File: src/nvbp_pkg.sv
// Shared types and constants of the name/value block parser.
package nvbp_pkg;

    localparam int unsigned TOTAL_W   = 24;
    localparam int unsigned CFG_DW    = 24;
    localparam int unsigned SIZE_W    = 3;

    localparam logic [TOTAL_W-1:0] TOTAL_MAX     = 24'hFF_FFFF;
    localparam logic [TOTAL_W-1:0] LIMIT_RESET   = 24'd81920;
    localparam logic [SIZE_W-1:0]  SIZE_RESET    = 3'd4;
    localparam logic [SIZE_W-1:0]  SIZE_SHORT    = 3'd2;

    // register indexes on the configuration port
    localparam logic CFG_SIZE_FIELD = 1'b0;
    localparam logic CFG_EXP_LIMIT  = 1'b1;

    // parse status codes
    localparam logic [2:0] ST_BUSY        = 3'd0;
    localparam logic [2:0] ST_DONE        = 3'd1;
    localparam logic [2:0] ST_BAD         = 3'd2;
    localparam logic [2:0] ST_EMPTY_NAME  = 3'd3;
    localparam logic [2:0] ST_BAD_NAME    = 3'd4;
    localparam logic [2:0] ST_EMPTY_VALUE = 3'd5;
    localparam logic [2:0] ST_TOO_LARGE   = 3'd6;

    // byte role codes
    localparam logic [1:0] KIND_FRAME = 2'd0;
    localparam logic [1:0] KIND_NAME  = 2'd1;
    localparam logic [1:0] KIND_VALUE = 2'd2;
    localparam logic [1:0] KIND_SEP   = 2'd3;

    // name byte bounds
    localparam logic [7:0] CHR_LOW   = 8'h20;
    localparam logic [7:0] CHR_HIGH  = 8'h7e;
    localparam logic [7:0] CHR_UP_A  = 8'h41;
    localparam logic [7:0] CHR_UP_Z  = 8'h5a;
    localparam logic [7:0] CHR_NUL   = 8'h00;

    typedef enum logic [3:0] {
        PH_COUNT = 4'b0001,
        PH_LEN   = 4'b0010,
        PH_STR   = 4'b0100,
        PH_IDLE  = 4'b1000
    } t_phase;

    typedef struct packed {
        logic [SIZE_W-1:0]  size_bytes;
        logic [TOTAL_W-1:0] limit;
    } t_cfg;

    typedef struct packed {
        logic [7:0]         out_byte;
        logic [1:0]         byte_kind;
        logic               string_end;
        logic [2:0]         parse_status;
        logic [TOTAL_W-1:0] expanded_bytes;
    } t_result;

endpackage

File: src/nvbp_core.sv
// Parse state registers and the per-byte next-state logic.
module nvbp_core
    import nvbp_pkg::*;
(
    input  logic    i_clk,
    input  logic    i_rst_n,
    input  t_cfg    i_cfg,
    input  logic    i_step,
    input  logic [7:0] i_byte,
    input  logic    i_last,
    output t_result o_result
);

    t_phase             r_phase,   n_phase;
    logic [1:0]         r_idx,     n_idx;
    logic [31:0]        r_acc,     n_acc;
    logic [32:0]        r_strings, n_strings;
    logic [31:0]        r_sleft,   n_sleft;
    logic [31:0]        r_name,    n_name;
    logic [31:0]        r_piece,   n_piece;
    logic               r_sep,     n_sep;
    logic               r_pne,     n_pne;
    logic               r_pve,     n_pve;
    logic [TOTAL_W-1:0] r_total,   n_total;
    logic [2:0]         r_status,  n_status;

    function automatic logic [2:0] fin_status(input logic [TOTAL_W-1:0] tot,
                                              input logic [TOTAL_W-1:0] lim);
        fin_status = (tot > lim) ? ST_TOO_LARGE : ST_DONE;
    endfunction

    always_comb begin
        logic [31:0]  acc;
        logic         is_name;
        logic         nul;
        logic [31:0]  sleft;
        logic [31:0]  piece_for;
        logic [32:0]  strs;
        logic [1:0]   idx_last;
        logic         use_a;
        logic         use_b;
        logic [34:0]  term_a;
        logic [34:0]  term_b;
        logic [34:0]  sum;
        logic [TOTAL_W-1:0] tot;
        logic         pve_end;

        n_phase   = r_phase;
        n_idx     = r_idx;
        n_acc     = r_acc;
        n_strings = r_strings;
        n_sleft   = r_sleft;
        n_name    = r_name;
        n_piece   = r_piece;
        n_sep     = r_sep;
        n_pne     = r_pne;
        n_pve     = r_pve;
        n_total   = r_total;
        n_status  = r_status;

        o_result.out_byte   = i_byte;
        o_result.byte_kind  = KIND_FRAME;
        o_result.string_end = 1'b0;

        acc       = {r_acc[23:0], i_byte};
        is_name   = ~r_strings[0];
        nul       = (i_byte == CHR_NUL);
        sleft     = r_sleft - 32'd1;
        piece_for = nul ? r_piece : r_piece + 32'd1;
        strs      = r_strings - 33'd1;
        idx_last  = (i_cfg.size_bytes == SIZE_SHORT) ? 2'd1 : 2'd3;

        // a NUL that also ends the value adds twice once a separator was seen; saturation lets both fold into one sum
        use_a  = r_sep && (nul || (sleft == 32'd0));
        use_b  = nul && (sleft == 32'd0);
        term_a = use_a ? ({3'b0, piece_for} + {3'b0, r_name}) : 35'd0;
        term_b = use_b ? {3'b0, r_name} : 35'd0;
        sum    = {11'b0, r_total} + term_a + term_b;
        tot    = (sum > {11'b0, TOTAL_MAX}) ? TOTAL_MAX : sum[TOTAL_W-1:0];
        pve_end = r_pve || nul;

        if (r_status == ST_BUSY) begin
            case (r_phase)
                PH_COUNT, PH_LEN: begin
                    n_acc = acc;
                    if (r_idx >= idx_last) begin
                        if (r_phase == PH_COUNT) begin
                            n_strings = {acc, 1'b0};
                            if (acc == 32'd0) begin
                                n_status = fin_status(r_total, i_cfg.limit);
                                n_phase  = PH_IDLE;
                            end else begin
                                n_phase = PH_LEN;
                                n_idx   = 2'd0;
                                n_acc   = 32'd0;
                            end
                        end else if (is_name) begin
                            if (acc == 32'd0) begin
                                n_status = ST_EMPTY_NAME;
                                n_phase  = PH_IDLE;
                            end else begin
                                n_name  = acc;
                                n_pne   = 1'b0;
                                n_phase = PH_STR;
                                n_sleft = acc;
                            end
                        end else begin
                            n_piece = 32'd0;
                            n_sep   = 1'b0;
                            n_pve   = 1'b0;
                            if (acc == 32'd0) begin
                                // empty value completes on its length field
                                o_result.string_end = 1'b1;
                                n_strings = strs;
                                if (strs == 33'd0) begin
                                    n_status = fin_status(r_total, i_cfg.limit);
                                    n_phase  = PH_IDLE;
                                end else begin
                                    n_phase = PH_LEN;
                                    n_idx   = 2'd0;
                                    n_acc   = 32'd0;
                                end
                            end else begin
                                n_phase = PH_STR;
                                n_sleft = acc;
                            end
                        end
                    end else begin
                        n_idx = r_idx + 2'd1;
                    end
                end
                PH_STR: begin
                    n_sleft = sleft;
                    if (is_name) begin
                        o_result.byte_kind = KIND_NAME;
                        if (i_byte < CHR_LOW || i_byte > CHR_HIGH ||
                            (i_byte inside {[CHR_UP_A:CHR_UP_Z]})) begin
                            n_pne = 1'b1;
                        end
                        if (sleft == 32'd0) begin
                            o_result.string_end = 1'b1;
                            if (n_pne) begin
                                n_status = ST_BAD_NAME;
                                n_phase  = PH_IDLE;
                            end else begin
                                n_strings = strs;
                                if (strs == 33'd0) begin
                                    n_status = fin_status(r_total, i_cfg.limit);
                                    n_phase  = PH_IDLE;
                                end else begin
                                    n_phase = PH_LEN;
                                    n_idx   = 2'd0;
                                    n_acc   = 32'd0;
                                end
                            end
                        end
                    end else begin
                        n_total = tot;
                        if (nul) begin
                            o_result.byte_kind = KIND_SEP;
                            if (r_piece == 32'd0) begin
                                n_pve = 1'b1;
                            end
                            n_sep   = 1'b1;
                            n_piece = 32'd0;
                        end else begin
                            o_result.byte_kind = KIND_VALUE;
                            n_piece = piece_for;
                        end
                        if (sleft == 32'd0) begin
                            o_result.string_end = 1'b1;
                            n_pve = pve_end;
                            if (pve_end) begin
                                n_status = ST_EMPTY_VALUE;
                                n_phase  = PH_IDLE;
                            end else begin
                                n_strings = strs;
                                if (strs == 33'd0) begin
                                    n_status = fin_status(tot, i_cfg.limit);
                                    n_phase  = PH_IDLE;
                                end else begin
                                    n_phase = PH_LEN;
                                    n_idx   = 2'd0;
                                    n_acc   = 32'd0;
                                end
                            end
                        end
                    end
                end
                default: ;
            endcase
        end

        if (i_last && n_status == ST_BUSY) begin
            n_status = ST_BAD;
        end

        o_result.parse_status   = n_status;
        o_result.expanded_bytes = n_total;
    end

    always_ff @(posedge i_clk) begin
        if (!i_rst_n || (i_step && i_last)) begin
            r_phase   <= PH_COUNT;
            r_idx     <= 2'd0;
            r_acc     <= 32'd0;
            r_strings <= 33'd0;
            r_sleft   <= 32'd0;
            r_name    <= 32'd0;
            r_piece   <= 32'd0;
            r_sep     <= 1'b0;
            r_pne     <= 1'b0;
            r_pve     <= 1'b0;
            r_total   <= '0;
            r_status  <= ST_BUSY;
        end else if (i_step) begin
            r_phase   <= n_phase;
            r_idx     <= n_idx;
            r_acc     <= n_acc;
            r_strings <= n_strings;
            r_sleft   <= n_sleft;
            r_name    <= n_name;
            r_piece   <= n_piece;
            r_sep     <= n_sep;
            r_pne     <= n_pne;
            r_pve     <= n_pve;
            r_total   <= n_total;
            r_status  <= n_status;
        end
    end

endmodule

File: src/name_value_block_parser_top.sv
// Top level: input register, parse core, result register and configuration.
// A byte is held in the input register and then passes through the parse core into
// the result register, one byte per cycle while the result side is not stalled; the parse
// state updates once per byte as it moves from the input register into the result register.
// Reset (synchronous, active low) empties both registers, returns the parse state to
// reading the pair count, and sets the field width to 4 bytes and the limit to 81920.
module name_value_block_parser_top
    import nvbp_pkg::*;
(
    input  logic               i_clk,
    input  logic               i_rst_n,
    input  logic               i_valid,
    output logic               o_stall,
    input  logic [7:0]         i_data_byte,
    input  logic               i_block_last,
    output logic               o_valid,
    input  logic               i_stall,
    output logic [7:0]         o_out_byte,
    output logic [1:0]         o_byte_kind,
    output logic               o_string_end,
    output logic [2:0]         o_parse_status,
    output logic [TOTAL_W-1:0] o_expanded_bytes,
    input  logic               i_cfg_we,
    input  logic               i_cfg_index,
    input  logic [CFG_DW-1:0]  i_cfg_data
);

    logic        r_in_valid;
    logic [7:0]  r_in_byte;
    logic        r_in_last;
    logic        r_out_valid;
    t_result     r_out;
    t_result     step_res;
    t_cfg        r_cfg;
    logic        advance;
    logic        in_take;

    assign advance = r_in_valid && (!r_out_valid || !i_stall);
    assign o_stall = r_in_valid && !advance;
    assign in_take = i_valid && !o_stall;

    always_ff @(posedge i_clk) begin
        if (!i_rst_n) begin
            r_cfg.size_bytes <= SIZE_RESET;
            r_cfg.limit      <= LIMIT_RESET;
        end else if (i_cfg_we) begin
            case (i_cfg_index)
                CFG_SIZE_FIELD: r_cfg.size_bytes <= i_cfg_data[SIZE_W-1:0];
                CFG_EXP_LIMIT:  r_cfg.limit      <= i_cfg_data[TOTAL_W-1:0];
                default: ;
            endcase
        end
    end

    // input register: hold while the result side backs up
    always_ff @(posedge i_clk) begin
        if (!i_rst_n) begin
            r_in_valid <= 1'b0;
        end else if (in_take) begin
            r_in_valid <= 1'b1;
        end else if (advance) begin
            r_in_valid <= 1'b0;
        end
    end

    always_ff @(posedge i_clk) begin
        if (in_take) begin
            r_in_byte <= i_data_byte;
            r_in_last <= i_block_last;
        end
    end

    nvbp_core u_core (
        .i_clk    (i_clk),
        .i_rst_n  (i_rst_n),
        .i_cfg    (r_cfg),
        .i_step   (advance),
        .i_byte   (r_in_byte),
        .i_last   (r_in_last),
        .o_result (step_res)
    );

    // result register: drop the transaction once taken
    always_ff @(posedge i_clk) begin
        if (!i_rst_n) begin
            r_out_valid <= 1'b0;
        end else if (advance) begin
            r_out_valid <= 1'b1;
        end else if (!i_stall) begin
            r_out_valid <= 1'b0;
        end
    end

    always_ff @(posedge i_clk) begin
        if (advance) begin
            r_out <= step_res;
        end
    end

    assign o_valid          = r_out_valid;
    assign o_out_byte       = r_out.out_byte;
    assign o_byte_kind      = r_out.byte_kind;
    assign o_string_end     = r_out.string_end;
    assign o_parse_status   = r_out.parse_status;
    assign o_expanded_bytes = r_out.expanded_bytes;

`ifndef SYNTH
    a_sep_is_nul: assert property (@(posedge i_clk) disable iff (!i_rst_n)
        (o_valid && o_byte_kind == KIND_SEP) |-> (o_out_byte == CHR_NUL))
        else $error("separator byte is not NUL");

    a_too_large: assert property (@(posedge i_clk) disable iff (!i_rst_n)
        (o_valid && o_parse_status == ST_TOO_LARGE) |-> (o_expanded_bytes > r_cfg.limit))
        else $error("too large reported within limit");

    a_stall_cause: assert property (@(posedge i_clk) disable iff (!i_rst_n)
        o_stall |-> (r_in_valid && r_out_valid && i_stall))
        else $error("input stalled without a full pipeline");

    a_step_fills: assert property (@(posedge i_clk) disable iff (!i_rst_n)
        advance |=> o_valid)
        else $error("advanced byte did not reach the result register");
`endif

endmodule
File: config.mk
export PLATFORM = sky130hd
export DESIGN_NAME = name_value_block_parser_top
export DESIGN_NICKNAME = d
export VERILOG_FILES = /design/src/nvbp_pkg.sv /design/src/nvbp_core.sv /design/src/name_value_block_parser_top.sv
export SDC_FILE = /design/constraint.sdc
export NUM_CORES = 1
export LEC_CHECK = 0
export BUFFER_PORTS_ARGS = -buffer_cell sky130_fd_sc_hd__clkbuf_2
export CELL_PAD_IN_SITES_DETAIL_PLACEMENT = 0
export CELL_PAD_IN_SITES_GLOBAL_PLACEMENT = 1
export CORE_ASPECT_RATIO = 0.9
export CORE_MARGIN = 3
export CORE_UTILIZATION = 40
export CTS_CLUSTER_DIAMETER = 50
export DETAILED_ROUTE_END_ITERATION = 10
export GPL_TIMING_DRIVEN = 0
export PLACE_DENSITY = 0.7
export SETUP_SLACK_MARGIN = 0.15
export SLEW_MARGIN = 20
export SYNTH_ARGS = -nofsm -noshare
export SYNTH_HDL_FRONTEND = slang
export SYNTH_SLANG_ARGS = --single-unit
File: constraint.sdc
create_clock -name i_clk -period 22.8 [get_ports i_clk]
set_input_delay 0 -clock i_clk [delete_from_list [all_inputs] [get_ports i_clk]]
set_output_delay 0 -clock i_clk [all_outputs]
set_load 0.005 [all_outputs]
==> summary.md <==
| Metric | Value |
|---|---|
| Seq/Total Area, Yosys | 0.3043 |
| Layout cells sized above 1 | 0.08533 |
| GR met2 Demand/Resource | 0.4591 |
| DIE WIDTH | 235.6 um |
| Multi-input logic area | 12190 um^2 |
| FMAX | 0.08309 GHz |
| Post-synth cell types | 92 |
| FILL cells | 4783 |
| Hold WS | 32.88 ps |
| CTS tree | built |
| Avg Inst Size Synth | 7.791 um^2 |
| Crit share post-route | 0.5279 |
| Simple-gate portion of the synthesized area | 0.2464 |
| Final clock skew | 21.09 ps |
| GP Congestion | 0.9383 |
| Commonest non-fill, non-tap cells in the layout | 333 x nand2_1, 233 x nor2_1, 218 x dfxtp_1 |
| Max_cap viols | 0 |
| Area post-placement | 20170 um^2 |
| WL per Instance | 21.22 um |
| RSZ-0062 raised after global routing | false |
| Sequential Area | 5776 um^2 |
| Async set or reset register ratio after synthesis | 0 |
| Pin count of the biggest net entering global routing | 30 |
| CTS Buffer Depth | 3 |
| Final min period | 12040 ps |
| Post-Synthesis Cells | 2436 |
| Worst Hold Class | input pin to register |
| Synthesis-to-layout area growth | 15.24% |
| Final instance area | 21870 um^2 |
| Post-synthesis mux area share | 0.004285 |
| Setup TNS | 0 ps |
| Initial Util | 0.4061 |
| Critical path's largest stage delay | 730 ps |
| Die height | 212.6 um |
| LEAKAGE | 0.008934 uW |
| Top FF cell, synth | dfxtp_1 |
| Crit Path Category | register to register |
| PortBufs | 78 |
| Setup Viol. Count Final | 0 |
| Synth top area share | 0.2300 |
| Critical path required time | 23110 ps |
| Inserted Diodes | 0 |
| Worst-path clk slew | 60 ps |
| Post-synthesis compound-gate area fraction | 0.2367 |
| Peak VDD IR | 54.94 uV |
| Commonest non-fill, non-tap cell in the layout | nand2_1 |
| Antenna Nets Post-Route | 0 |
| Synth area leader | dfxtp_1 |
| Synth Net Count | 2629 |
| Overall routing resource usage | 0.2690 |
| Total gr overflow | 0 |
| Pwr/cell area | 53.30 nW/um^2 |
| Setup WS post-layout | 10760 ps |
| Synth Warn # | 0 |
| Register-to-register setup slack | 10760 ps |
| Post-CTS Resized | 0 |
| Final #Nets | 2789 |
| Max-Slew Margin vs Limit | 0.3528 |
| Largest family of logic cells by synthesized area | simple AND/OR/NAND/NOR gates |
| Drt first-iter violations | 1541 |
| Final Total Pwr | 1166 uW |
| Avg Vias per Cell | 5.861 |
| Routed wire length | 68780 um |
| Pre-CTS WS | 10900 ps |
| Final Slew Violations | 0 |
| GRT met1 Usage | 0.3552 |
| # IOs | 79 |
| DP Wirelength | 52080 um |
| Mapped Area | 18980 um^2 |
| FP Rows | 75 |
| CP arrival | 12340 ps |
| Initial antenna violation count | 0 |
| Post-CTS Setup Inserts | 0 |
| Worst Path Max Fanout | 10 |
| DR DRC count | 0 |
| Vias | 18994 |
| Adder and majority gate portion of the synthesized area | 0.1118 |
| CTS Root Cell | clkbuf_16 |
| First-pass GRT wire length | 106400 um |
| Least-Margin Pin Slew | 961.9 ps |
| Die footprint | 50100 um^2 |
| Vias in the first global route | 18092 |
| First-pass DRT Iterations | 6 |
| Hold Fails Final Rpt | 0 |
| Outcome | completed |
| Synthesized flop and latch total | 265 |
| CP max-delay cell | nor4_4 |
| GR peak layer | met2 |
| Met3 Use GR | 0.02918 |
| Post-synth EDFFs | 47 |
| Crit path max-delay family | compound AO/OA/AOI/OAI gates |
| CORE AREA | 46730 um^2 |
| Later-pin clock latency in the skew report | 550 ps |
| Critical path buffer and inverter count | 4 |
| CP Launch Type | register |
| Post-Synth XOR/XNOR Area | 0.04246 |
| Total CTS buffers | 38 |
| Top area cells in the synthesized netlist | dfxtp_1 23%, ha_1 8.4%, edfxtp_1 7.4%, nand2_1 6.6%, a21oi_1 4.7% |
| H-tree depth | 2 |
| Sink Count | 265 |
| Post-CTS Hold Fix Bufs | 41 |
| Critical Path End Type | register |
## power by group
group | total (uW) | internal, uW | switching (uW)
Clock | 605 | 362 | 243
Combinational | 67.5 | 25.6 | 41.9
Sequential | 493 | 484 | 8.84
## final timing paths
kind,endpoint,depth (start not counted),from
worst max-delay path,o_parse_status[1],41,r_in_byte[1]
worst min-delay path,r_cfg[6],3,i_rst_n
worst max register to register,o_parse_status[1],41,r_in_byte[1]
worst min register to register,o_out_byte[0],0,r_in_byte[0]
## state kept, by name, indices dropped and copies added (netlist names), 3 cells and up
signal            flops
u_core.r_name        32
u_core.r_strings     33
u_core.r_total       24
o_out_byte            8
r_cfg                27
u_core.r_piece       32
u_core.r_acc         24
o_expanded_bytes     24
u_core.r_status       3
r_in_byte             8
u_core.r_phase        4
o_parse_status        3
u_core.r_sleft       32
## worst min-delay path, delay by kind of cell
kind / cells / cell delay (ps)
AOI/OAI and AO/OA: 1 / 180
buffers and inverters: 2 / 350
## through the flow
stage                       util  instances
after floorplan                -       2436
after global placement    0.4310       3130
after detailed placement  0.4315       3131
after CTS                 0.4679       3241
after global routing      0.4680       3241
final                     0.4680       3241
## Yosys cell counts (50+ instances only)
| cell type | n |
|---|---|
| clkbuf_1 | 117 |
| nor3_1 | 61 |
| dfxtp_1 | 218 |
| nand3_1 | 58 |
| a22oi_1 | 50 |
| a31oi_1 | 62 |
| nand2_1 | 333 |
| o21ai_0 | 163 |
| a21oi_1 | 180 |
| ha_1 | 128 |
| nor2_1 | 233 |
| xnor2_1 | 59 |
| inv_1 | 111 |
## layout make-up
| cell class | count | area share |
|---|---|---|
| well taps | 616 | 0.03524 |
| inverters | 111 | 0.01905 |
| plain buffers | 146 | 0.02780 |
| clock buffers | 50 | 0.05080 |
| multi-input cells | 1914 | 0.5573 |
| repair buffers | 120 | 0.03753 |
| flip-flops and latches | 265 | 0.2641 |
| clock inverters | 19 | 0.008181 |
## logic make-up (layout without fill, tap and decap cells)
family	Yosys count	in the layout
AND/OR/NAND/NOR	955	955
buffers and inverters	257	446
multiplexers	8	8
flip-flops	265	265
adder cells (fa/ha/maj)	154	154
XOR/XNOR	92	92
AO/OA/AOI/OAI	705	705
## layer usage
| layer | part of all wire | vias to the layer above | wire [um] |
|---|---|---|---|
| met1 | 0.44 | 9087 | 30370 |
| li1 | - | 9151 | - |
| met4 | 0.037 | 0 | 2526 |
| met2 | 0.47 | 620 | 32060 |
| met3 | 0.056 | 136 | 3822 |
| met5 | 0 | - | 0 |
Note: power is estimated with default switching activity, not from simulation.
